==> config.mk <==
export PLATFORM = sky130hd
export DESIGN_NAME = sorted_timer_expiry_queue
export DESIGN_NICKNAME = d
export VERILOG_FILES = /design/src/rtl/stq_pkg.sv /design/src/rtl/stq_ctrl.sv /design/src/rtl/stq_datapath.sv /design/src/rtl/sorted_timer_expiry_queue.sv
export SDC_FILE = /design/constraint.sdc
export NUM_CORES = 2
export LEC_CHECK = 0
export BUFFER_PORTS_ARGS = -buffer_cell sky130_fd_sc_hd__buf_4
export CAP_MARGIN = 20
export CORE_UTILIZATION = 36
export CTS_CLUSTER_DIAMETER = 30
export DETAILED_ROUTE_END_ITERATION = 6
export GPL_TIMING_DRIVEN = 1
export HOLD_SLACK_MARGIN = 0.03
export PLACE_DENSITY = 0.52
export SLEW_MARGIN = 30
export SYNTH_ARGS = -nofsm -noshare
export SYNTH_HDL_FRONTEND = slang
export SYNTH_SLANG_ARGS = --single-unit
==> constraint.sdc <==
create_clock -name clk -period 9.1 [get_ports clk]
set_input_delay 0.91 -clock clk [delete_from_list [all_inputs] [get_ports clk]]
set_output_delay 0.91 -clock clk [all_outputs]
set_load 0.1 [all_outputs]
==> src/rtl/stq_pkg.sv <==
`default_nettype none
// ----------------------------------------------------------------------------
// stq_pkg
// Shared widths, result codes and controller/datapath interface types for the
// sorted timer expiry queue.
// ----------------------------------------------------------------------------
package stq_pkg;

  localparam int EXP_W  = 32;
  localparam int TID_W  = 16;
  localparam int TIME_W = 64;
  localparam int KIND_W = 2;
  localparam int IN_DATA_W = EXP_W + TID_W + TIME_W;

  localparam logic OP_REGISTER = 1'b0;
  localparam logic OP_TICK     = 1'b1;

  localparam logic [KIND_W-1:0] KIND_ACCEPTED = 2'd0;
  localparam logic [KIND_W-1:0] KIND_FULL     = 2'd1;
  localparam logic [KIND_W-1:0] KIND_WOKEN    = 2'd2;
  localparam logic [KIND_W-1:0] KIND_NONE     = 2'd3;

  typedef struct packed {
    logic              load;
    logic              insert;
    logic              pop;
    logic              emit;
    logic [KIND_W-1:0] kind;
    logic              last;
  } stq_cmd_t;

  typedef struct packed {
    logic out_free;
    logic full;
    logic head_exp;
    logic next_exp;
  } stq_sts_t;

endpackage
`default_nettype wire

==> src/rtl/stq_ctrl.sv <==
`default_nettype none
// ----------------------------------------------------------------------------
// stq_ctrl
// Controller that sequences one register or tick item at a time and issues
// load, insert, pop and emit commands to the datapath.
// ----------------------------------------------------------------------------
module stq_ctrl (
  input  wire                logic clk,
  input  wire                logic rst_n,
  input  wire                logic in_tvalid,
  input  wire                logic in_operation,
  input  wire                stq_pkg::stq_sts_t sts,
  output logic               in_tready,
  output stq_pkg::stq_cmd_t  cmd
);
  import stq_pkg::*;

  typedef enum logic [2:0] {
    S_IDLE   = 3'b001,
    S_INSERT = 3'b010,
    S_TICK   = 3'b100
  } state_t;

  state_t state_r, state_nxt;

  always_ff @(posedge clk) begin
    if (!rst_n) begin
      state_r <= S_IDLE;
    end else begin
      state_r <= state_nxt;
    end
  end

  always_comb begin
    state_nxt = state_r;
    in_tready = 1'b0;
    cmd       = '0;
    case (state_r)
      S_IDLE: begin
        in_tready = 1'b1;
        if (in_tvalid) begin
          cmd.load  = 1'b1;
          state_nxt = (in_operation == OP_TICK) ? S_TICK : S_INSERT;
        end
      end
      S_INSERT: begin
        if (sts.out_free) begin
          cmd.emit  = 1'b1;
          cmd.last  = 1'b1;
          state_nxt = S_IDLE;
          if (sts.full) begin
            cmd.kind = KIND_FULL;
          end else begin
            cmd.insert = 1'b1;
            cmd.kind   = KIND_ACCEPTED;
          end
        end
      end
      S_TICK: begin
        if (sts.out_free) begin
          cmd.emit = 1'b1;
          if (sts.head_exp) begin
            cmd.pop  = 1'b1;
            cmd.kind = KIND_WOKEN;
            cmd.last = !sts.next_exp;
            if (!sts.next_exp) begin
              state_nxt = S_IDLE;
            end
          end else begin
            cmd.kind  = KIND_NONE;
            cmd.last  = 1'b1;
            state_nxt = S_IDLE;
          end
        end
      end
      default: begin
        state_nxt = S_IDLE;
      end
    endcase
  end

endmodule
`default_nettype wire

==> src/rtl/stq_datapath.sv <==
`default_nettype none
// ----------------------------------------------------------------------------
// stq_datapath
// Row of sorted timer cells with parallel insert compare and pop shift, the
// item holding registers and the output register.
// ----------------------------------------------------------------------------
module stq_datapath #(
  parameter int DEPTH = 16
) (
  input  wire                logic clk,
  input  wire                logic rst_n,
  input  wire                stq_pkg::stq_cmd_t cmd,
  input  wire                logic [stq_pkg::EXP_W-1:0]  in_expire_time,
  input  wire                logic [stq_pkg::TID_W-1:0]  in_task_id,
  input  wire                logic [stq_pkg::TIME_W-1:0] in_current_time,
  input  wire                logic out_tready,
  output stq_pkg::stq_sts_t  sts,
  output logic               out_tvalid,
  output logic [stq_pkg::KIND_W-1:0] out_kind,
  output logic [stq_pkg::TID_W-1:0]  out_task,
  output logic               out_last
);
  import stq_pkg::*;

  localparam int CW = $clog2(DEPTH + 1);

  logic [EXP_W-1:0]  exp_r [DEPTH];
  logic [TID_W-1:0]  tid_r [DEPTH];
  logic [CW-1:0]     count_r, count_nxt;
  logic [EXP_W-1:0]  new_exp_r;
  logic [TID_W-1:0]  new_tid_r;
  logic [TIME_W-1:0] now_r;

  logic              out_valid_r;
  logic [KIND_W-1:0] out_kind_r;
  logic [TID_W-1:0]  out_task_r;
  logic              out_last_r;

  logic [DEPTH-1:0]  ins;
  logic [DEPTH-1:0]  prev_ins;
  logic [EXP_W-1:0]  prev_exp [DEPTH];
  logic [TID_W-1:0]  prev_tid [DEPTH];
  logic [EXP_W-1:0]  next_exp [DEPTH];
  logic [TID_W-1:0]  next_tid [DEPTH];

  for (genvar i = 0; i < DEPTH; i++) begin : g_cell
    assign ins[i] = ((CW'(i) < count_r) && (exp_r[i] >= new_exp_r)) ||
                    (CW'(i) == count_r);

    if (i == 0) begin : g_head
      assign prev_ins[i] = 1'b0;
      assign prev_exp[i] = new_exp_r;
      assign prev_tid[i] = new_tid_r;
    end else begin : g_body
      assign prev_ins[i] = ins[i-1];
      assign prev_exp[i] = exp_r[i-1];
      assign prev_tid[i] = tid_r[i-1];
    end

    if (i == DEPTH - 1) begin : g_tail
      assign next_exp[i] = exp_r[i];
      assign next_tid[i] = tid_r[i];
    end else begin : g_inner
      assign next_exp[i] = exp_r[i+1];
      assign next_tid[i] = tid_r[i+1];
    end

    always_ff @(posedge clk) begin
      if (cmd.insert && ins[i]) begin
        exp_r[i] <= prev_ins[i] ? prev_exp[i] : new_exp_r;
        tid_r[i] <= prev_ins[i] ? prev_tid[i] : new_tid_r;
      end else if (cmd.pop) begin
        exp_r[i] <= next_exp[i];
        tid_r[i] <= next_tid[i];
      end
    end
  end

  always_comb begin
    count_nxt = count_r;
    if (cmd.insert) begin
      count_nxt = count_r + CW'(1);
    end else if (cmd.pop) begin
      count_nxt = count_r - CW'(1);
    end
  end

  always_ff @(posedge clk) begin
    if (!rst_n) begin
      count_r     <= '0;
      out_valid_r <= 1'b0;
    end else begin
      count_r <= count_nxt;
      if (cmd.emit) begin
        out_valid_r <= 1'b1;
      end else if (out_tready) begin
        out_valid_r <= 1'b0;
      end
    end
  end

  always_ff @(posedge clk) begin
    if (cmd.load) begin
      new_exp_r <= in_expire_time;
      new_tid_r <= in_task_id;
      now_r     <= in_current_time;
    end
    if (cmd.emit) begin
      out_kind_r <= cmd.kind;
      out_task_r <= cmd.pop ? tid_r[0] : '0;
      out_last_r <= cmd.last;
    end
  end

  assign sts.out_free = !out_valid_r || out_tready;
  assign sts.full     = (count_r == CW'(DEPTH));
  assign sts.head_exp = (count_r != '0) && (TIME_W'(exp_r[0]) <= now_r);

  if (DEPTH > 1) begin : g_next
    assign sts.next_exp = (count_r > CW'(1)) && (TIME_W'(exp_r[1]) <= now_r);
  end else begin : g_single
    assign sts.next_exp = 1'b0;
  end

  assign out_tvalid = out_valid_r;
  assign out_kind   = out_kind_r;
  assign out_task   = out_task_r;
  assign out_last   = out_last_r;

endmodule
`default_nettype wire

==> src/rtl/sorted_timer_expiry_queue.sv <==
`default_nettype none
// ----------------------------------------------------------------------------
// sorted_timer_expiry_queue
// Up to DEPTH pending timers kept sorted by expiry; ticks release expired ones.
// ----------------------------------------------------------------------------
// Items enter on the in_ channel. in_tuser selects the operation: a register
// item inserts its expiry time and task id ahead of stored timers with equal
// or later expiry, or is rejected with a full status. A tick item removes all
// timers with expiry not later than its current time and returns their task
// ids in expiry order, or a single none status if nothing has expired.
// Results leave on the out_ channel with the kind on out_tuser, the task id on
// out_tdata and out_tlast on the final result of each item.
// A register item passes through the idle and insert states; a tick item stays
// in the tick state while expired timers remain, one expired timer popped from
// the head of the cell row per cycle while the output register is free. The
// first result is written to the output register from the insert or tick
// state. The next input is taken once the last result of the current item is
// in the output register. While the receiver stalls, the held result stays put
// and the queue waits. Reset empties the queue; there is no clearing pass.
// ----------------------------------------------------------------------------
module sorted_timer_expiry_queue #(
  parameter int DEPTH = 16
) (
  input  wire  logic         clk,
  input  wire  logic         rst_n,
  input  wire  logic         in_tvalid,
  output logic               in_tready,
  // Fields from bit 0: expire_time[31:0], task_id[47:32], current_time[111:48].
  input  wire  logic [stq_pkg::IN_DATA_W-1:0] in_tdata,
  // Fields from bit 0: operation.
  input  wire  logic         in_tuser,
  output logic               out_tvalid,
  input  wire  logic         out_tready,
  // Fields from bit 0: woken_task.
  output logic [stq_pkg::TID_W-1:0] out_tdata,
  // Fields from bit 0: kind.
  output logic [stq_pkg::KIND_W-1:0] out_tuser,
  output logic               out_tlast
);
  import stq_pkg::*;

  stq_cmd_t cmd;
  stq_sts_t sts;

  stq_ctrl u_ctrl (
    .clk          (clk),
    .rst_n        (rst_n),
    .in_tvalid    (in_tvalid),
    .in_operation (in_tuser),
    .sts          (sts),
    .in_tready    (in_tready),
    .cmd          (cmd)
  );

  stq_datapath #(
    .DEPTH (DEPTH)
  ) u_datapath (
    .clk             (clk),
    .rst_n           (rst_n),
    .cmd             (cmd),
    .in_expire_time  (in_tdata[EXP_W-1:0]),
    .in_task_id      (in_tdata[EXP_W+TID_W-1:EXP_W]),
    .in_current_time (in_tdata[IN_DATA_W-1:EXP_W+TID_W]),
    .out_tready      (out_tready),
    .sts             (sts),
    .out_tvalid      (out_tvalid),
    .out_kind        (out_tuser),
    .out_task        (out_tdata),
    .out_last        (out_tlast)
  );

  a_no_insert_when_full: assert property (@(posedge clk) disable iff (!rst_n)
    cmd.insert |-> !sts.full)
    else $error("Insert issued while the queue is full.");

  a_pop_only_expired: assert property (@(posedge clk) disable iff (!rst_n)
    cmd.pop |-> sts.head_exp)
    else $error("Pop issued for a timer that has not expired.");

  a_status_single: assert property (@(posedge clk) disable iff (!rst_n)
    (out_tvalid && (out_tuser == KIND_ACCEPTED || out_tuser == KIND_FULL ||
                    out_tuser == KIND_NONE)) |-> (out_tlast && out_tdata == '0))
    else $error("Status result without last or with a nonzero task id.");

  a_emit_into_free_slot: assert property (@(posedge clk) disable iff (!rst_n)
    cmd.emit |-> (!out_tvalid || out_tready))
    else $error("Result written over a pending output.");

endmodule
`default_nettype wire

==> results_dict.tcl <==
set metrics [dict create \
    viasPerCell 5.799 \
    yosys_warnings 0 \
    cts_max_path_buffers 4 \
    drc 2 \
    port_buffers 137 \
    max_clock_freq_mhz 178.1 \
    dieHeight_microns 393.1 \
    utilization_pct 44.40 \
    required_ns 9.68 \
    rsz0062_at_grt "false" \
    antenna_found_initial 2 \
    hold_viol 0 \
    synth_most_common_cell "nand2_1" \
    area_growth_pct 22.49 \
    slew_violations 0 \
    grt_pass1_vias 43051 \
    r2r_start "u_datapath.new_exp_r[30]$_DFFE_PP_" \
    design_area_sq_mm 0.06745 \
    clock_sinks 908 \
    cts-root-buf "clkbuf_16" \
    slew_headroom_pct 30.70 \
    status "finished, violations left" \
    ys_top_cells_by_count "nand2_1, edfxtp_1, ha_1, mux2i_1" \
    p_leak_nw 25.24 \
    cp.arrival_ns 6.19 \
    synth_top_area_share_pct 49.03 \
    end_kind "register" \
    grt_start_max_net_pins 208 \
    dr.first_iter.drc_count 4519 \
    coreArea_sq_mm 0.1519 \
    route.detailed.wl_per_inst_microns 26.01 \
    ys_ff_latch 908 \
    r2r-end "u_datapath.exp_r[0][122]$_DFFE_PP_" \
    synth_top_area_cell "edfxtp_1" \
    htreeDepth 5 \
    track_usage_pct 25.20 \
    wl_microns 196900 \
    synth_area_leaders "edfxtp_1, ha_1, mux2i_1" \
    crit_fanout 32 \
    period_share_pct 61.69 \
    grt_first_pass_wirelength_microns 287500 \
    placed_area_sq_mm 0.05835 \
    power.density_mw_per_mm2 225.9 \
    grt-ovfl-total 0 \
    num_rows 143 \
    synth_cell_types 70 \
    ir_worst_vdd_mv 0.1981 \
    dpl.hpwl_microns 127600 \
    cts_hold_buffers 0 \
    worst_pin_slew_ns 1.013 \
    synth_edf_count 899 \
    cts_buffers 284 \
    yosysSeqAreaShare_pct 49.35 \
    post-route-min-period_ns 5.614 \
    place_congestion 0.9240 \
    fin_nets 6040 \
    path_class "register to register" \
    first_pass_iters 7 \
    syn-cell-area_sq_mm 0.05507 \
    die_x_microns 393.1 \
    synthCells 5167 \
    clkTransAtPathRegs_ns 0.05 \
    start_util_pct 36.25 \
    clk_latency_ns 0.94 \
    rr_worst_depth 12 \
    syn_area_per_cell_sq_um 10.66 \
    setup_tns_ns 0 \
    drv_cap 0 \
    hp-class "input pin to register" \
    setup-violations-final 0 \
    vias 43890 \
    async_flop_share_pct 0 \
    post_cts_buffers 0 \
    die_area_sq_mm 0.1545 \
    endpoint "u_datapath.exp_r[0][122]$_DFFE_PP_" \
    cts_tree "yes" \
    critPathLaunchType "register" \
    fillCellCount 14047 \
    crit_path_start "u_datapath.new_exp_r[30]$_DFFE_PP_" \
    drtAntennaViolNets 0 \
    skew_ns 0.1279 \
    cts_resized 0 \
    drive_above_1_share_pct 13.17 \
    io_pins 138 \
    yosys_most_used_dff "edfxtp_1" \
    violations "DRC" \
    rrSetupSlack_ns 3.49 \
    synth_fp_nets 5865 \
]
## registers in the layout (all words and copies together), names as in the netlist
register and flops:
u_datapath.exp_r 512, u_datapath.tid_r 256, u_datapath.now_r 64, u_datapath.new_exp_r 32, u_datapath.new_tid_r 16, u_datapath.out_task 16, u_datapath.count_r 5, u_ctrl.state_r 3
u_datapath.out_kind 2, u_datapath.out_last 1, u_datapath.out_tvalid 1
## per-layer routing
| metal | track usage [%] | wire (microns) |
|---|---|---|
| met2 | 39.28 | 88920 |
| met3 | 5.142 | 14960 |
| met4 | 9.508 | 6492 |
| met5 | 0 | 13 |
| met1 | 34.33 | 86480 |
## kinds of logic after synthesis
kind of cell,synth area share [%]
compound gates,14.09
xor+xnor,0.01591
fa+ha+maj,13.20
buf+inv,3.304
flops,49.35
mux,7.144
simple gates,12.89
## worst min path at each step
stage / cells past startpoint / endpoint / slack [ns] / startpoint
finish: 1 / u_datapath.new_tid_r[4]$_DFFE_PP_ / 0.15 / in_tdata[36]
global route: 1 / u_datapath.new_tid_r[4]$_DFFE_PP_ / 0.11 / in_tdata[36]
CTS: 1 / u_datapath.new_tid_r[4]$_DFFE_PP_ / 0.09 / in_tdata[36]
detailed placement: 2 / u_datapath.tid_r[14][14]$_DFFE_PP_ / 0.51 / u_datapath.tid_r[15][14]$_DFFE_PP_
global placement: 2 / u_datapath.tid_r[14][2]$_DFFE_PP_ / 0.50 / u_datapath.tid_r[15][2]$_DFFE_PP_
floorplan: 2 / u_datapath.tid_r[14][0]$_DFFE_PP_ / 0.50 / u_datapath.tid_r[15][0]$_DFFE_PP_
## placed cells by master, fill, tap and decap left out, types with 30 or more instances in the layout
cell / Yosys / final
ha_1: 581 / 581
a211oi_1: 37 / 34
o21ai_1: 126 / 129
mux2_2: 48 / 48
a21oi_1: 244 / 243
o211ai_1: 301 / 301
mux2i_1: 339 / 339
nand4_1: 89 / 89
a21o_1: 78 / 76
inv_1: 89 / 89
buf_4: 15 / 209
nand2b_1: 31 / 31
nand2_1: 900 / 890
clkinv_1: 0 / 44
clkbuf_1: 160 / 39
nand3_1: 321 / 321
o21ai_0: 321 / 313
clkinv_2: 0 / 51
bufinv_16: 0 / 30
nor2_1: 141 / 140
edfxtp_1: 899 / 899
clkbuf_16: 0 / 293
## worst max-delay path: stages, from the launching register on
cell      delay (ns)
edfxtp_1        0.61
inv_1           0.47
ha_1            0.46
nand4_1         0.25
nor4_2          0.54
buf_4           0.27
nor4b_2         0.66
a21oi_1         0.23
o21ai_4         0.19
buf_4           0.42
buf_4           0.63
mux2i_1         0.29
o21ai_0         0.09
## final cells by class
type / count / area (sq um) / area share (%)
Sequential cell: 908 / 27180 / 40.29
Multi-Input combinational cell: 3835 / 26550 / 39.35
Clock buffer: 331 / 7453 / 11.05
Tap cell: 2030 / 2540 / 3.766
Timing Repair Buffer: 224 / 1874 / 2.779
Clock inverter: 150 / 1524 / 2.259
Inverter: 89 / 334.1 / 0.4953
Antenna cell: 2 / 5.005 / 0.007420
## power by group
part | leakage, nW | total, mW | internal, mW | switching (mW)
clock network | 4.37 | 9.32 | 6.57 | 2.75
registers | 8.19 | 4.82 | 4.73 | 0.0890
logic | 12.7 | 1.10 | 0.418 | 0.679
total | 25.2 | 15.2 | 11.7 | 3.52
## through the flow
| stage | hold slack (ns) | power, mW | setup WS, ns | cells |
|---|---|---|---|---|
| 2_1_floorplan | 0.4963 | 5.556 | 2.504 | 5167 |
| 3_3_place_gp | 0.5022 | 5.944 | 2.122 | 7078 |
| 3_5_place_dp | 0.5143 | 5.969 | 3.607 | 7082 |
| 4_1_cts | 0.09156 | 15.33 | 3.585 | 7563 |
| 5_1_grt | 0.1092 | 15.68 | 3.337 | 7567 |
| 6_report | 0.1479 | 15.24 | 3.486 | 7569 |
Power figures use the tool's default switching activity.
